<file path="src/hw/rtl/drse_pkg.sv">
// package for the dark run segment extractor
// types, default sizes, register codes and the row width table
// no dependencies
package drse_pkg;

  localparam int unsigned COL_W   = 7;
  localparam int unsigned ROW_W   = 7;
  localparam int unsigned PIX_W   = 8;
  localparam int unsigned CNT_W   = 8;
  localparam int unsigned ROM_W   = 5;
  localparam int unsigned CFG_IDX_W = 2;
  localparam int unsigned CFG_DAT_W = 7;

  localparam int unsigned MAX_SEGMENTS_DEF = 128;
  localparam int unsigned FRAME_WIDTH_DEF  = 128;
  localparam int unsigned FRAME_ROWS_DEF   = 100;

  localparam logic [COL_W-1:0] GAP_LIMIT_RST = 7'd1;
  localparam logic [COL_W-1:0] EDGE_LOW_RST  = 7'd2;
  localparam logic [COL_W-1:0] EDGE_HIGH_RST = 7'd118;

  typedef enum logic [CFG_IDX_W-1:0] {
    CFG_GAP_LIMIT = 2'd0,
    CFG_EDGE_LOW  = 2'd1,
    CFG_EDGE_HIGH = 2'd2
  } cfg_idx_e;

  typedef struct packed {
    logic [COL_W-1:0] gap_limit;
    logic [COL_W-1:0] edge_low;
    logic [COL_W-1:0] edge_high;
  } cfg_t;

  typedef struct packed {
    logic [COL_W-1:0] center_x;
    logic [ROW_W-1:0] center_row;
    logic [COL_W-1:0] seg_width;
    logic [6:0]       seg_index;
  } seg_t;

  localparam logic [ROM_W-1:0] WIDTH_ROM [128] = '{
    5'd30, 5'd30, 5'd30, 5'd30, 5'd30, 5'd30, 5'd30, 5'd30, 5'd30, 5'd30,
    5'd30, 5'd30, 5'd30, 5'd30, 5'd30, 5'd30, 5'd30, 5'd30, 5'd30, 5'd30,
    5'd30, 5'd30, 5'd29, 5'd29, 5'd28, 5'd28, 5'd27, 5'd27, 5'd26, 5'd26,
    5'd25, 5'd25, 5'd25, 5'd25, 5'd25, 5'd24, 5'd24, 5'd24, 5'd24, 5'd24,
    5'd23, 5'd23, 5'd23, 5'd23, 5'd23, 5'd22, 5'd22, 5'd22, 5'd22, 5'd22,
    5'd21, 5'd21, 5'd21, 5'd21, 5'd21, 5'd20, 5'd20, 5'd20, 5'd20, 5'd20,
    5'd19, 5'd19, 5'd19, 5'd19, 5'd19, 5'd18, 5'd18, 5'd18, 5'd18, 5'd18,
    5'd17, 5'd17, 5'd17, 5'd17, 5'd17, 5'd16, 5'd16, 5'd16, 5'd16, 5'd16,
    5'd15, 5'd15, 5'd15, 5'd15, 5'd15, 5'd14, 5'd14, 5'd14, 5'd14, 5'd14,
    5'd13, 5'd13, 5'd13, 5'd13, 5'd13, 5'd12, 5'd12, 5'd12, 5'd12, 5'd12,
    5'd0,  5'd0,  5'd0,  5'd0,  5'd0,  5'd0,  5'd0,  5'd0,  5'd0,  5'd0,
    5'd0,  5'd0,  5'd0,  5'd0,  5'd0,  5'd0,  5'd0,  5'd0,  5'd0,  5'd0,
    5'd0,  5'd0,  5'd0,  5'd0,  5'd0,  5'd0,  5'd0,  5'd0
  };

  function automatic logic [ROM_W-1:0] width_limit(input logic [ROW_W-1:0] row);
    return WIDTH_ROM[row];
  endfunction

endpackage

</file>
<file path="src/hw/rtl/drse_if.sv">
// valid/ready channel interfaces: pixel input, segment output, register writes
// depends on drse_pkg
interface drse_pix_if;
  import drse_pkg::*;
  logic             valid;
  logic             ready;
  logic [PIX_W-1:0] pixel;
  logic             frame_start;
  modport source (output valid, output pixel, output frame_start, input ready);
  modport sink   (input valid, input pixel, input frame_start, output ready);
endinterface

interface drse_seg_if;
  import drse_pkg::*;
  logic             valid;
  logic             ready;
  logic [COL_W-1:0] center_x;
  logic [ROW_W-1:0] center_row;
  logic [COL_W-1:0] seg_width;
  logic [6:0]       seg_index;
  modport source (output valid, output center_x, output center_row, output seg_width,
                  output seg_index, input ready);
  modport sink   (input valid, input center_x, input center_row, input seg_width,
                  input seg_index, output ready);
endinterface

interface drse_cfg_if;
  import drse_pkg::*;
  logic                 valid;
  logic                 ready;
  logic [CFG_IDX_W-1:0] index;
  logic [CFG_DAT_W-1:0] data;
  modport source (output valid, output index, output data, input ready);
  modport sink   (input valid, input index, input data, output ready);
endinterface

</file>
<file path="src/hw/rtl/drse_cfg_regs.sv">
// configuration registers: gap limit and edge limits
// depends on drse_pkg and drse_cfg_if
module drse_cfg_regs (
  input  logic              clk_i,
  input  logic              rst_ni,
  drse_cfg_if.sink          cfg_i,
  output drse_pkg::cfg_t    cfg_o
);
  import drse_pkg::*;

  cfg_t cfg_q, cfg_d;

  assign cfg_i.ready = 1'b1;

  always_comb begin
    cfg_d = cfg_q;
    if (cfg_i.valid) begin
      unique case (cfg_i.index)
        CFG_GAP_LIMIT: cfg_d.gap_limit = cfg_i.data;
        CFG_EDGE_LOW:  cfg_d.edge_low  = cfg_i.data;
        CFG_EDGE_HIGH: cfg_d.edge_high = cfg_i.data;
        default:       cfg_d = cfg_q;
      endcase
    end
  end

  always_ff @(posedge clk_i or negedge rst_ni) begin
    if (!rst_ni) begin
      cfg_q.gap_limit <= GAP_LIMIT_RST;
      cfg_q.edge_low  <= EDGE_LOW_RST;
      cfg_q.edge_high <= EDGE_HIGH_RST;
    end else begin
      cfg_q <= cfg_d;
    end
  end

  assign cfg_o = cfg_q;
endmodule

</file>
<file path="src/hw/rtl/drse_core.sv">
// per-pixel run tracking: scan position, last dark pixel, run head, segment count
// depends on drse_pkg
module drse_core #(
  parameter int unsigned MAX_SEGMENTS = drse_pkg::MAX_SEGMENTS_DEF,
  parameter int unsigned FRAME_WIDTH  = drse_pkg::FRAME_WIDTH_DEF,
  parameter int unsigned FRAME_ROWS   = drse_pkg::FRAME_ROWS_DEF
) (
  input  logic                       clk_i,
  input  logic                       rst_ni,
  input  logic                       step_i,
  input  logic [drse_pkg::PIX_W-1:0] pixel_i,
  input  logic                       frame_start_i,
  input  drse_pkg::cfg_t             cfg_i,
  output logic                       emit_o,
  output drse_pkg::seg_t             seg_o
);
  import drse_pkg::*;

  localparam logic [COL_W-1:0] LAST_COL = COL_W'(FRAME_WIDTH - 1);
  localparam logic [ROW_W-1:0] LAST_ROW = ROW_W'(FRAME_ROWS - 1);
  localparam logic [ROW_W-1:0] ROWS     = ROW_W'(FRAME_ROWS);
  localparam logic [CNT_W-1:0] MAX_CNT  = CNT_W'(MAX_SEGMENTS);

  logic [COL_W-1:0] scan_col_q, scan_col_d;
  logic [ROW_W-1:0] scan_row_q, scan_row_d;
  logic [COL_W-1:0] dark_x_q, dark_x_d;
  logic [ROW_W-1:0] dark_y_q, dark_y_d;
  logic [COL_W-1:0] head_q, head_d;
  logic [CNT_W-1:0] cnt_q, cnt_d;

  logic [COL_W-1:0] col, last_x, new_x, head, jump, diff;
  logic [ROW_W-1:0] row, last_y, new_y;
  logic [CNT_W-1:0] cnt;
  logic [COL_W:0]   sum;
  logic             close, emit;

  always_comb begin
    col    = frame_start_i ? LAST_COL : scan_col_q;
    row    = frame_start_i ? LAST_ROW : scan_row_q;
    last_x = frame_start_i ? '0 : dark_x_q;
    last_y = frame_start_i ? '0 : dark_y_q;
    head   = frame_start_i ? '0 : head_q;
    cnt    = frame_start_i ? '0 : cnt_q;

    new_x = (pixel_i == '0) ? col : last_x;
    new_y = (pixel_i == '0) ? ROWS - row : last_y;
    jump  = (new_x >= last_x) ? new_x - last_x : last_x - new_x;
    close = (cnt < MAX_CNT)
          && (((jump > cfg_i.gap_limit) && (new_y == last_y)) || (new_y > last_y));
    diff  = head - last_x;
    emit  = close && (head > last_x) && (diff < {2'b00, width_limit(last_y)})
          && (head > cfg_i.edge_low) && (head < cfg_i.edge_high);
    sum   = {1'b0, head} + {1'b0, last_x};
  end

  // next state
  always_comb begin
    scan_col_d = scan_col_q;
    scan_row_d = scan_row_q;
    dark_x_d   = dark_x_q;
    dark_y_d   = dark_y_q;
    head_d     = head_q;
    cnt_d      = cnt_q;
    if (step_i) begin
      if (col == '0) begin
        scan_col_d = LAST_COL;
        scan_row_d = (row == '0) ? LAST_ROW : row - 1'b1;
      end else begin
        scan_col_d = col - 1'b1;
        scan_row_d = row;
      end
      dark_x_d = new_x;
      dark_y_d = new_y;
      head_d   = close ? new_x : head;
      cnt_d    = emit ? cnt + 1'b1 : cnt;
    end
  end

  always_ff @(posedge clk_i or negedge rst_ni) begin
    if (!rst_ni) begin
      scan_col_q <= LAST_COL;
      scan_row_q <= LAST_ROW;
      dark_x_q   <= '0;
      dark_y_q   <= '0;
      head_q     <= '0;
      cnt_q      <= '0;
    end else begin
      scan_col_q <= scan_col_d;
      scan_row_q <= scan_row_d;
      dark_x_q   <= dark_x_d;
      dark_y_q   <= dark_y_d;
      head_q     <= head_d;
      cnt_q      <= cnt_d;
    end
  end

  assign emit_o           = emit;
  assign seg_o.center_x   = sum[COL_W:1];
  assign seg_o.center_row = last_y;
  assign seg_o.seg_width  = diff;
  assign seg_o.seg_index  = cnt[6:0];
endmodule

</file>
<file path="src/hw/rtl/dark_run_segment_extractor.sv">
// top level of the dark run segment extractor
// depends on drse_pkg, drse_if, drse_cfg_regs and drse_core
//
// pix_i takes one pixel item per cycle in reverse raster order, frame_start
// on the first pixel of each frame clears the run state. seg_o gives one
// segment item for each run that closes and passes the edge and width tests.
// cfg_i writes gap_limit, edge_low and edge_high; it is always ready.
// a pixel that is taken sits in the input register and is evaluated against
// the run state when it steps, which loads its segment, if any, into the
// output register that drives seg_o; a waiting segment can hold the step.
// throughput: one pixel per cycle unless an emitting pixel waits.
// when the receiver stalls, a waiting segment holds the output register and
// the input register still drains pixels that emit nothing; a pixel that
// would need the output register waits, and pix_i.ready drops behind it.
// reset clears both valid flags, the run state and loads the cfg defaults.
module dark_run_segment_extractor #(
  parameter int unsigned MAX_SEGMENTS = drse_pkg::MAX_SEGMENTS_DEF,
  parameter int unsigned FRAME_WIDTH  = drse_pkg::FRAME_WIDTH_DEF,
  parameter int unsigned FRAME_ROWS   = drse_pkg::FRAME_ROWS_DEF
) (
  input  logic          clk_i,
  input  logic          rst_ni,
  drse_pix_if.sink      pix_i,
  drse_seg_if.source    seg_o,
  drse_cfg_if.sink      cfg_i
);
  import drse_pkg::*;

  cfg_t             cfg;
  seg_t             core_seg;
  logic             core_emit;
  logic             s1_valid_q, s1_valid_d;
  logic [PIX_W-1:0] s1_pixel_q;
  logic             s1_start_q;
  logic             out_valid_q, out_valid_d;
  seg_t             out_seg_q;
  logic             step, out_free, pix_take;

  drse_cfg_regs u_cfg (
    .clk_i  (clk_i),
    .rst_ni (rst_ni),
    .cfg_i  (cfg_i),
    .cfg_o  (cfg)
  );

  drse_core #(
    .MAX_SEGMENTS (MAX_SEGMENTS),
    .FRAME_WIDTH  (FRAME_WIDTH),
    .FRAME_ROWS   (FRAME_ROWS)
  ) u_core (
    .clk_i         (clk_i),
    .rst_ni        (rst_ni),
    .step_i        (step),
    .pixel_i       (s1_pixel_q),
    .frame_start_i (s1_start_q),
    .cfg_i         (cfg),
    .emit_o        (core_emit),
    .seg_o         (core_seg)
  );

  // a pixel that emits needs the output register free
  assign out_free    = !out_valid_q || seg_o.ready;
  assign step        = s1_valid_q && (out_free || !core_emit);
  assign pix_i.ready = !s1_valid_q || step;
  assign pix_take    = pix_i.valid && pix_i.ready;

  always_comb begin
    s1_valid_d = s1_valid_q;
    if (step) s1_valid_d = 1'b0;
    if (pix_take) s1_valid_d = 1'b1;
    out_valid_d = out_valid_q;
    if (seg_o.ready) out_valid_d = 1'b0;
    if (step && core_emit) out_valid_d = 1'b1;
  end

  always_ff @(posedge clk_i or negedge rst_ni) begin
    if (!rst_ni) begin
      s1_valid_q  <= 1'b0;
      out_valid_q <= 1'b0;
    end else begin
      s1_valid_q  <= s1_valid_d;
      out_valid_q <= out_valid_d;
    end
  end

  always_ff @(posedge clk_i) begin
    if (pix_take) begin
      s1_pixel_q <= pix_i.pixel;
      s1_start_q <= pix_i.frame_start;
    end
    if (step && core_emit) out_seg_q <= core_seg;
  end

  assign seg_o.valid      = out_valid_q;
  assign seg_o.center_x   = out_seg_q.center_x;
  assign seg_o.center_row = out_seg_q.center_row;
  assign seg_o.seg_width  = out_seg_q.seg_width;
  assign seg_o.seg_index  = out_seg_q.seg_index;

`ifndef SYNTHESIS
  a_width_nonzero : assert property (@(posedge clk_i) disable iff (!rst_ni)
    seg_o.valid |-> (seg_o.seg_width != '0) && (seg_o.seg_width < 7'd30))
    else $error("segment width outside the table range");

  a_no_overwrite : assert property (@(posedge clk_i) disable iff (!rst_ni)
    (out_valid_q && !seg_o.ready) |=> $stable(out_seg_q))
    else $error("waiting segment overwritten");

  a_stall_blocks : assert property (@(posedge clk_i) disable iff (!rst_ni)
    (s1_valid_q && core_emit && out_valid_q && !seg_o.ready) |-> !pix_i.ready && !step)
    else $error("pixel taken while the output register is blocked");
`endif
endmodule

</file>
<file path="src/flat_wrapper.sv">
// flat-port wrapper written by rule: the top's interface ports become plain ports
module dark_run_segment_extractor_flat import drse_pkg::*;
#(
  parameter int unsigned MAX_SEGMENTS = drse_pkg::MAX_SEGMENTS_DEF,
  parameter int unsigned FRAME_WIDTH  = drse_pkg::FRAME_WIDTH_DEF,
  parameter int unsigned FRAME_ROWS   = drse_pkg::FRAME_ROWS_DEF
)
  (clk_i, rst_ni, pix_i_valid, pix_i_pixel, pix_i_frame_start, pix_i_ready, seg_o_valid, seg_o_center_x, seg_o_center_row, seg_o_seg_width, seg_o_seg_index, seg_o_ready, cfg_i_valid, cfg_i_index, cfg_i_data, cfg_i_ready);
  drse_pix_if pix_i_i ();
  drse_seg_if seg_o_i ();
  drse_cfg_if cfg_i_i ();
  input  logic clk_i;
  input  logic rst_ni;
  input wire logic [$bits(pix_i_i.valid)-1:0] pix_i_valid;
  input wire logic [$bits(pix_i_i.pixel)-1:0] pix_i_pixel;
  input wire logic [$bits(pix_i_i.frame_start)-1:0] pix_i_frame_start;
  output wire logic [$bits(pix_i_i.ready)-1:0] pix_i_ready;
  output wire logic [$bits(seg_o_i.valid)-1:0] seg_o_valid;
  output wire logic [$bits(seg_o_i.center_x)-1:0] seg_o_center_x;
  output wire logic [$bits(seg_o_i.center_row)-1:0] seg_o_center_row;
  output wire logic [$bits(seg_o_i.seg_width)-1:0] seg_o_seg_width;
  output wire logic [$bits(seg_o_i.seg_index)-1:0] seg_o_seg_index;
  input wire logic [$bits(seg_o_i.ready)-1:0] seg_o_ready;
  input wire logic [$bits(cfg_i_i.valid)-1:0] cfg_i_valid;
  input wire logic [$bits(cfg_i_i.index)-1:0] cfg_i_index;
  input wire logic [$bits(cfg_i_i.data)-1:0] cfg_i_data;
  output wire logic [$bits(cfg_i_i.ready)-1:0] cfg_i_ready;
  assign pix_i_i.valid = pix_i_valid;
  assign pix_i_i.pixel = pix_i_pixel;
  assign pix_i_i.frame_start = pix_i_frame_start;
  assign pix_i_ready = pix_i_i.ready;
  assign seg_o_valid = seg_o_i.valid;
  assign seg_o_center_x = seg_o_i.center_x;
  assign seg_o_center_row = seg_o_i.center_row;
  assign seg_o_seg_width = seg_o_i.seg_width;
  assign seg_o_seg_index = seg_o_i.seg_index;
  assign seg_o_i.ready = seg_o_ready;
  assign cfg_i_i.valid = cfg_i_valid;
  assign cfg_i_i.index = cfg_i_index;
  assign cfg_i_i.data = cfg_i_data;
  assign cfg_i_ready = cfg_i_i.ready;
  dark_run_segment_extractor #(.MAX_SEGMENTS(MAX_SEGMENTS), .FRAME_WIDTH(FRAME_WIDTH), .FRAME_ROWS(FRAME_ROWS)) u_core (.clk_i(clk_i), .rst_ni(rst_ni), .pix_i(pix_i_i), .seg_o(seg_o_i), .cfg_i(cfg_i_i));
endmodule
</file>
<file path="config.mk">
export PLATFORM = sky130hd
export DESIGN_NAME = dark_run_segment_extractor_flat
export DESIGN_NICKNAME = d
export VERILOG_FILES = /design/src/hw/rtl/drse_pkg.sv /design/src/hw/rtl/drse_if.sv /design/src/hw/rtl/drse_cfg_regs.sv /design/src/hw/rtl/drse_core.sv /design/src/hw/rtl/dark_run_segment_extractor.sv /design/src/flat_wrapper.sv
export SDC_FILE = /design/constraint.sdc
export NUM_CORES = 1
export LEC_CHECK = 0
export BUFFER_PORTS_ARGS = -buffer_cell sky130_fd_sc_hd__buf_2
export CORE_MARGIN = 2
export CORE_UTILIZATION = 65
export DETAILED_ROUTE_END_ITERATION = 10
export PLACE_DENSITY = 0.93
export SLEW_MARGIN = 10
export SYNTH_ARGS = -nofsm -noshare
export SYNTH_HDL_FRONTEND = slang
export SYNTH_SLANG_ARGS = --single-unit
</file>
<file path="constraint.sdc">
create_clock -name clk_i -period 11.3 [get_ports clk_i]
set_input_delay 1.695 -clock clk_i [delete_from_list [all_inputs] [get_ports clk_i]]
set_output_delay 1.695 -clock clk_i [all_outputs]
set_load 0.02 [all_outputs]
</file>
Word level (Yosys, flattened, before mapping) --
Memories as Yosys holds them, arrays and structs flattened. Cells that the tools add are included.
Word-level totals: bits in registers 103, bits in read-only memories 640, input port bits 23, output and inout port bits 31, word-level logic and storage cells 84, memories 1
Operators by class: $add $sub $neg 8, $lt $le $gt $ge 9, equal/unequal tests 3, mux-type cells 20, bitwise logic cells 1, reduce and logical (&&, ||, !) cells 25
Memory list:
- (no name shown) | depth 128, bits a word 5, rd ports 1, clocked after memory_dff 0, write ports 0, RTL line drse_pkg.sv:58 | return WIDTH_ROM[row];
Operators with widths (count):
- 7-bit 2-to-1 mux | 12
- 7-bit greater-than comparator | 4
- 7-bit subtractor | 3
- 8-bit 2-to-1 mux | 2
- 7-bit zero test | 2
- 7-bit by 1-bit subtractor with 7-bit output, second input constant | 2
- 5-bit 2-to-1 mux | 2
- 1-bit logical AND | 9
- 7-bit by 7-bit adder with 8-bit output | 1
- 8-bit by 1-bit adder with 8-bit output, second input constant | 1
- 8-bit >= comparator, second input constant | 1
- 8-bit zero test | 1
- 8-bit < comparator, second input constant | 1
- 7-bit NOT with 8-bit output | 1
- 7-bit == test | 1
- 7-bit >= comparator | 1
- 7-bit by 5-bit < comparator with 1-bit output | 1
- 7-bit < comparator | 1
- 7-bit subtractor, first input constant | 1
- 2-bit AND reduction | 3
- 1-bit logical OR | 4
- 1-bit 2-to-1 mux | 4
- 2-bit nonzero test | 2
- 1-bit zero test | 3
- 3 further kinds | 3

Logic depth before layout (Yosys ltp) --
Gate-level depths: netlist of the first run.
depth after elaboration 18, depth in mapped cells 27, gate-level depth less buffers 24

Hierarchy --
From an unflattened synthesis of the first run, not the netlist that was laid out.
Unflattened totals: cell total of the unflattened synthesis 687, area, all modules 6892.9 um2
Modules (own cells, without submodules):
- drse_core | instances 1, cells each 593, area an instance 4840.9 um2
- dark_run_segment_extractor | instances 1, cells each 47, area an instance 1228.7 um2
- drse_cfg_regs | instances 1, cells each 47, area an instance 823.3 um2

Least setup slack after synthesis of the first run --
OpenSTA, ideal clock, no wires.
path type register -> output, start point register u_core.s1_pixel_q[1], end point output pix_i_ready, data arrival time 5.121 ns, required time 9.605 ns, setup slack 4.484 ns, stages on the path, launching flop included 24, cell sequence edfxtp_1 nor4_1 nand2_1 clkbuf_1 o21ai_0 inv_1 ha_1 nand2b_1 a2111oi_0 o31ai_1 a21oi_1 buf_1 mux2i_1 a221o_1 xor2_1 ha_1 a21o_1 a21oi_1 o221ai_1 and3_1 or4b_1 buf_2 nor3_1 nand2_1
Between the ends: cells in the longest elaborated chain, start to end 16, elaborated cells on any way between the ends 21
RTL lines:
- from (decl) | RTL line dark_run_segment_extractor.sv:33 | logic [PIX_W-1:0] s1_pixel_q;
- from (signal assigned) | RTL line dark_run_segment_extractor.sv:88 | s1_pixel_q <= pix_i.pixel;
- 8-bit zero test * | RTL line drse_core.sv:45 | new_x = (pixel_i == '0) ? col : last_x;
- 7-bit 2-to-1 mux * | RTL line drse_core.sv:45
- named net u_core.u_core.new_x[0] | RTL line drse_core.sv:31 | logic [COL_W-1:0] col, last_x, new_x, head, jump, diff;
- 7-bit subtractor or 7-bit >= comparator (tied branches) | RTL line drse_core.sv:47 | jump = (new_x >= last_x) ? new_x - last_x : last_x - new_x;
- 7-bit 2-to-1 mux * | RTL line drse_core.sv:47
- 7-bit greater-than comparator * | RTL line drse_core.sv:49 | && (((jump > cfg_i.gap_limit) && (new_y == last_y)) || (new_y > last_y));
- 1-bit logical AND * | RTL line drse_core.sv:49
- 1-bit logical OR * | RTL line drse_core.sv:49
- 1-bit logical AND * | RTL line drse_core.sv:49
- 1-bit logical AND * (2 in series) | RTL line drse_core.sv:51 | emit = close && (head > last_x) && (diff < {2'b00, width_limit(last_y)})
- 1-bit logical AND * (2 in series) | RTL line drse_core.sv:52 | && (head > cfg_i.edge_low) && (head < cfg_i.edge_high);
- 1-bit zero test * | RTL line dark_run_segment_extractor.sv:63 | assign step = s1_valid_q && (out_free || !core_emit);
- 1-bit logical OR * | RTL line dark_run_segment_extractor.sv:63
- 1-bit logical AND * | RTL line dark_run_segment_extractor.sv:63
- 1-bit logical OR * | RTL line dark_run_segment_extractor.sv:64 | assign pix_i.ready = !s1_valid_q || step;
- to (decl) | RTL line flat_wrapper.sv:17 | output wire logic [$bits(pix_i_i.ready)-1:0] pix_i_ready;
Mark *: on every way through the listed nets, which the timed path passes. The rest lies on a longest branch.

Worst setup path after layout of the first run --
start point register u_core.s1_pixel_q[5], end point output pix_i_ready
The elaborated chain is that of the path after synthesis.

==> results.toml, run 1 <==
[final_layout]
layout-area-overhead-vs-synth_pct = 7.41
antennaDiodeCount = 0
finish.instance_area_um2 = 7270
finalCoreUtilization = 0.711
number_of_nets_in_the_layout = 831
layout-drive-gt1-share = 0.161
most-common-layout-cells = "68 x inv_1, 68 x nand2_1, 64 x ha_1, 52 x o21ai_0, 52 x buf_2"

[hold_path]
worst_min_delay_path_category = "reg -> reg"
hold_start = "u_core.u_core.head_q[4]$_DFFE_PN0P_"

[cts]
cts-htree-levels = 3
cts_sinks = 103
ctsHoldBuffers = 0
clk_pin_slew_worst_paths_ns = 0.10
post_cts_resized = 0
tritoncts = "built"
post-cts-setup-buffer-count = 0
cts_buf_count = 9
clk_latency_ns = 0.39
cts_max_path_buffers = 2
clock-root-buffer = "clkbuf_8"

[floorplan]
rows = 37
io_pins = 54
initial_standard_cell_utilization_of_the_core = 0.662
chipWidth_um = 106
die_h_um = 106
placeableCoreArea_um2 = 10200
design.die.area_um2 = 11200

[synth]
synth_cell_type_count = 73
seq_area_frac_synth = 0.411
synth.top_cells.by_area = "dfrtp_1 18%, edfxtp_1 16%, ha_1 12%"
synth_top_cell_by_area = "dfrtp_1"
synth.net_count = 793
post_synth_instance_area_um2 = 6770
syn_inst = 703
postSynthAreaPerCell_um2 = 9.63
synth.top_cell.area_share = 0.177
synth_seq_cells = 103
yosys_warnings = 0
asyncSetResetFlopFracSynth = 0.641
synth_edf_count = 37
dominantRegCellSynth = "dfrtp_1"

[timing]
hold_viol = 0
timing.setup.tns_ns = 0
timing.fmax_mhz = 107
finClkSkew_ns = 0.0133
final.min_clock_period_ns = 9.32
report.final.setup_viol = 0
worst_slew_pin_slew_ns = 1.04
final.period_utilization = 0.825
worst_slew_margin_relative_to_its_limit = 0.308
rsz_0062_raised_after_global_routing = "no"
slew_viol_final = 0

[power_and_ir_drop]
power_density_of_the_placed_cells_nw_per_um2 = 114
cellInternalPower_w = 0.000571
irDropWorstVdd_mv = 0.0525
leakage_nw = 3.19
share_seq_of_total_power = 0.531
power.switching_fraction = 0.313
power.net_switching_w = 0.000260
power.total_w = 0.000831
combinational_power_share = 0.202
share_clk_of_total_power = 0.266

[status]
status = "complete, no violations"

[place]
post_dp_cell_area_um2 = 7090
place.port_buffers = 52
hpwl_um = 11500
gpl.final_weighted_congestion = 0.970

[routing]
drt-pass1-iter-count = 7
route.detailed.vias_per_inst = 6.39
avgRoutedWirePerCell_um = 18.0
route.antenna.remaining_nets = 0
first_iter_violations = 558
route.final.wire_length_um = 15900
total_number_of_vias = 5634
route.detailed.drc = 0

[global_route]
overflow = 0
grt_use_total = 0.290
grt_first_pass_wirelength_um = 26000
grt_antenna_before_repair = 0
first_global_vias = 5493
largest_net_degree_at_the_start_of_global_routing = 67

[setup_path]
worstSetupPathType = "reg -> out"
highest_fanout_seen_on_the_critical_path = 29
worst_reg2reg_endpoint = "u_core.seg_o.center_x[4]$_DFFE_PP_"
reg2reg_from = "u_core.s1_pixel_q[5]$_DFFE_PP_"
worst_setup_path_startpoint = "u_core.s1_pixel_q[5]$_DFFE_PP_"
crit_end = "pix_i_ready"
reg_to_reg_setup_timing_slack_ns = 2.90
startpoint_type = "flip-flop"
cp.arrival_ns = 7.63
setup.worst_path.end_class = "primary output"
required_ns = 9.61
rr_worst_depth = 22

[flow_run]
timing.max_cap.violations = 0
sequential cells by signal (all words and copies together), names as in the netlist, 7 cells and up:
signal and count:
u_core.u_cfg.cfg_o 21, u_core.seg_o.center_x 7, u_core.seg_o.seg_width 7, u_core.u_core.scan_row_q 7, u_core.seg_o.seg_index 7, u_core.u_core.dark_y_q 7, u_core.u_core.head_q 7, u_core.s1_pixel_q 8
u_core.u_core.cnt_q 8, u_core.u_core.scan_col_q 7, u_core.u_core.dark_x_q 7, u_core.seg_o.center_row 7
synthesized netlist by cell type, types with 8 or more instances:
cell type	instances
xnor2_1	9
nand2b_1	9
nand4_1	8
ha_1	64
buf_2	9
dfrtp_1	48
clkbuf_1	13
a211oi_1	8
nor4_1	9
nor2_1	41
a21o_1	8
edfxtp_1	37
mux2i_1	11
o21bai_1	8
dfstp_2	18
nor2b_1	22
nand3_1	13
inv_1	68
a21oi_1	37
o21ai_0	52
mux2_2	26
nor3_1	15
nand2_1	68
cell type report:
class | instances | area [µm²]
timing repair buffer | 56 | 290
fill | 692 | 2960
inverter | 68 | 255
clock inverter | 7 | 56.3
clock buffer | 9 | 124
multi-input combinational | 503 | 3590
tap | 136 | 170
sequential | 103 | 2790
cells by family (layout without fill, tap and decap cells):
group                      Yosys count  after routing  synth area share
other                                1              1          0.000554
AOI/OAI and AO/OA                  171            171             0.166
and+or+nand+nor                    210            210             0.154
xor gates and xnor gates            16             16            0.0207
muxes                               38             38            0.0612
DFF                                103            103             0.411
adders and majority gates           67             67             0.127
buffers and inverters               97            140            0.0582
how the worst min path moves through the flow:
stage / endpoint / slack (ns) / cells past startpoint
4_1_cts: u_core.u_core.head_q[4]$_DFFE_PN0P_ / 0.49 / 2
3_5_place_dp: u_core.u_core.head_q[4]$_DFFE_PN0P_ / 0.46 / 2
6_report: u_core.u_core.head_q[4]$_DFFE_PN0P_ / 0.48 / 2
5_1_grt: u_core.u_core.head_q[0]$_DFFE_PN0P_ / 0.52 / 2
3_3_place_gp: u_core.u_core.head_q[5]$_DFFE_PN0P_ / 0.46 / 2
2_1_floorplan: u_core.u_core.dark_x_q[0]$_DFFE_PN0P_ / 0.44 / 2
per-layer routing:
layer,GRT usage,vias up,part of all wire
li1,-,2592,-
met1,0.370,2673,0.40
met2,0.478,304,0.48
met3,0.0540,65,0.083
met4,0.139,0,0.040
met5,0,-,0
worst max-delay path, cell delays in order, from the launching register on:
cell and delay (ns):
edfxtp_1 0.38, nor4_1 0.40, nand2_1 0.62, o21ai_0 0.47, inv_1 0.16, ha_1 0.32, nand2b_1 0.14, a2111oi_0 0.51
o31ai_1 0.15, a21oi_1 0.76, mux2i_1 0.34, a221oi_1 0.12, o21ai_0 0.26, xor2_1 0.21, ha_1 0.28, nand4_1 0.11
nor4_1 0.07, a21oi_1 0.11, and3_1 0.47, or4b_1 0.67, nor3_1 0.36, nand2_1 0.15, buf_2 0.19
power groups by stage:
stage / Combinational, W / Sequential, W / Clock (W)
2_1_floorplan: 0.000119 / 0.000442 / 0
3_3_place_gp: 0.000151 / 0.000446 / 0
3_5_place_dp: 0.000163 / 0.000448 / 0
4_1_cts: 0.000165 / 0.000440 / 0.000223
5_1_grt: 0.000184 / 0.000444 / 0.000241
6_report: 0.000168 / 0.000441 / 0.000221
per-stage QoR:
step           setup WS [ns]  hold WS (ns)  std cells
2_1_floorplan           4.48         0.442        703
3_3_place_gp            3.01         0.455        866
3_5_place_dp            2.59         0.463        866
4_1_cts                 2.07         0.486        882
5_1_grt                 1.44         0.518        882
6_report                1.98         0.484        882
(Power assumes the default switching activity.)
==> run 2, diff against run 1 <==
--- a/config.mk
+++ b/config.mk
@@ -7,9 +7,9 @@
 export LEC_CHECK = 0
 export BUFFER_PORTS_ARGS = -buffer_cell sky130_fd_sc_hd__buf_2
 export CORE_MARGIN = 2
-export CORE_UTILIZATION = 65
+export CORE_UTILIZATION = 55
 export DETAILED_ROUTE_END_ITERATION = 10
-export PLACE_DENSITY = 0.93
+export PLACE_DENSITY = 0.85
 export SLEW_MARGIN = 10
 export SYNTH_ARGS = -nofsm -noshare
 export SYNTH_HDL_FRONTEND = slang
==> constraint.sdc (replaced) <==
create_clock -name clk_i -period 8.4 [get_ports clk_i]
set_input_delay 1.26 -clock clk_i [delete_from_list [all_inputs] [get_ports clk_i]]
set_output_delay 1.26 -clock clk_i [all_outputs]
set_load 0.02 [all_outputs]
==> run 2 against run 1 <==
Flip-flop and latch count unchanged; global-route usage shrank 4.6 points; utilization decreased by 9.5 points; setup slack got worse by 1.4 ns.
==> results.toml, run 2 (same netlist as run 1, synthesis figures left out) <==
[setup_path]
reg2reg_from = "u_core.s1_pixel_q[5]$_DFFE_PP_"
rr_worst_depth = 23
setup.worst_path.end_class = "primary output"
cp.arrival_ns = 6.54
reg_to_reg_setup_timing_slack_ns = 1.16
startpoint_type = "flip-flop"
worst_reg2reg_endpoint = "u_core.seg_o.seg_width[5]$_DFFE_PP_"
required_ns = 7.14
worstSetupPathType = "reg -> out"
highest_fanout_seen_on_the_critical_path = 29

[routing]
route.final.wire_length_um = 15400
total_number_of_vias = 5369
route.antenna.remaining_nets = 0
route.detailed.drc = 0
route.detailed.vias_per_inst = 6.01
avgRoutedWirePerCell_um = 17.3
first_iter_violations = 431
drt-pass1-iter-count = 5

[cts]
cts_buf_count = 9
ctsHoldBuffers = 0
clk_pin_slew_worst_paths_ns = 0.07
tritoncts = "built"
clock-root-buffer = "clkbuf_16"
cts_sinks = 103
cts-htree-levels = 3
post-cts-setup-buffer-count = 0
clk_latency_ns = 0.37
cts_max_path_buffers = 2
post_cts_resized = 0

[status]
status = "complete, no violations"

[timing]
slew_viol_final = 0
timing.fmax_mhz = 128
timing.setup.tns_ns = 0
worst_slew_margin_relative_to_its_limit = 0.297
worst_slew_pin_slew_ns = 1.05
rsz_0062_raised_after_global_routing = "no"
final.min_clock_period_ns = 7.80
report.final.setup_viol = 0
finClkSkew_ns = 0.0104
hold_viol = 0
final.period_utilization = 0.928
timing.hold.ws_ns = 0.475

[global_route]
overflow = 0
grt_use_total = 0.244
first_global_vias = 5155
largest_net_degree_at_the_start_of_global_routing = 67
grt_first_pass_wirelength_um = 25300
grt_antenna_before_repair = 0

[place]
place.port_buffers = 52
post_dp_cell_area_um2 = 7110
hpwl_um = 11400
gpl.final_weighted_congestion = 0.869

[hold_path]
min_delay_path_depth = 2
hold_start = "u_core.u_core.head_q[4]$_DFFE_PN0P_"
worst_min_delay_path_category = "reg -> reg"
worst_hold_endpoint = "u_core.u_core.head_q[4]$_DFFE_PN0P_"

[power_and_ir_drop]
leakage_nw = 3.25
power_density_of_the_placed_cells_nw_per_um2 = 165
power.total_w = 0.00122
irDropWorstVdd_mv = 0.0957

[floorplan]
chipWidth_um = 115
placeableCoreArea_um2 = 12000
initial_standard_cell_utilization_of_the_core = 0.564
die_h_um = 115
rows = 40
design.die.area_um2 = 13200
io_pins = 54

[flow_run]
timing.max_cap.violations = 0

[final_layout]
largest_register_ffs = 21
finish.instance_area_um2 = 7400
antennaDiodeCount = 0
number_of_nets_in_the_layout = 832
layout-area-overhead-vs-synth_pct = 9.26
layout-drive-gt1-share = 0.162
most-common-layout-cells = "68 x inv_1, 68 x nand2_1, 64 x ha_1, 52 x o21ai_0, 52 x buf_2"
-- run 2: layer usage --
| metal | vias to the layer above | track usage | part of all wire |
|---|---|---|---|
| li1 | 2586 | - | - |
| met2 | 181 | 0.386 | 0.47 |
| met3 | 27 | 0.0517 | 0.059 |
| met5 | - | 0 | 0 |
| met4 | 0 | 0.0988 | 0.025 |
| met1 | 2575 | 0.330 | 0.45 |
-- run 2: critical path: stages (launching register included) --
cell       delay, ns
edfxtp_1        0.37
nor4_1          0.40
nand2_1         0.09
buf_4           0.24
o21ai_0         0.32
inv_1           0.18
ha_1            0.32
nand2b_1        0.14
a2111oi_0       0.45
o31ai_1         0.13
a21oi_1         0.16
buf_4           0.20
mux2i_1         0.25
a221oi_1        0.11
o21ai_0         0.24
xor2_1          0.12
ha_1            0.31
nand4_1         0.10
o221ai_1        0.20
and3_2          0.38
or4b_1          0.66
nor3_1          0.46
nand2_1         0.15
buf_2           0.19
-- run 2: layout make-up --
class / instances / area (µm²)
Inverter: 68 / 255
Multi-Input combinational cell: 503 / 3600
Clock buffer: 12 / 246
Clock inverter: 4 / 31.3
Timing Repair Buffer: 57 / 298
Sequential cell: 103 / 2790
Fill cell: 961 / 4620
Tap cell: 147 / 184
-- run 2: how the worst max path moves through the flow --
stage	startpoint	to	slack [ns]	cells past startpoint
after floorplan	u_core.s1_pixel_q[1]$_DFFE_PP_	pix_i_ready	2.02	23
after global placement	u_core.s1_pixel_q[5]$_DFFE_PP_	pix_i_ready	1.29	23
after detailed placement	u_core.s1_pixel_q[5]$_DFFE_PP_	pix_i_ready	0.98	23
after CTS	u_core.s1_pixel_q[5]$_DFFE_PP_	pix_i_ready	0.56	23
after global routing	u_core.s1_pixel_q[5]$_DFFE_PP_	pix_i_ready	0.04	23
final	u_core.s1_pixel_q[5]$_DFFE_PP_	pix_i_ready	0.60	23
-- run 2: stage by stage --
| step | cells | setup slack [ns] | utilization |
|---|---|---|---|
| finish | 894 | 0.602 | 0.616 |
| global route | 894 | 0.0438 | 0.616 |
| CTS | 894 | 0.559 | 0.615 |
| detailed placement | 878 | 0.981 | 0.592 |
| global placement | 878 | 1.29 | 0.592 |
| floorplan | 703 | 2.02 | - |
-- run 2: report_power, final --
group          total, W  switching (W)  internal [W]
Clock          0.000407       0.000196      0.000212
Combinational  0.000221       0.000132     0.0000886
Sequential     0.000593      0.0000242      0.000569
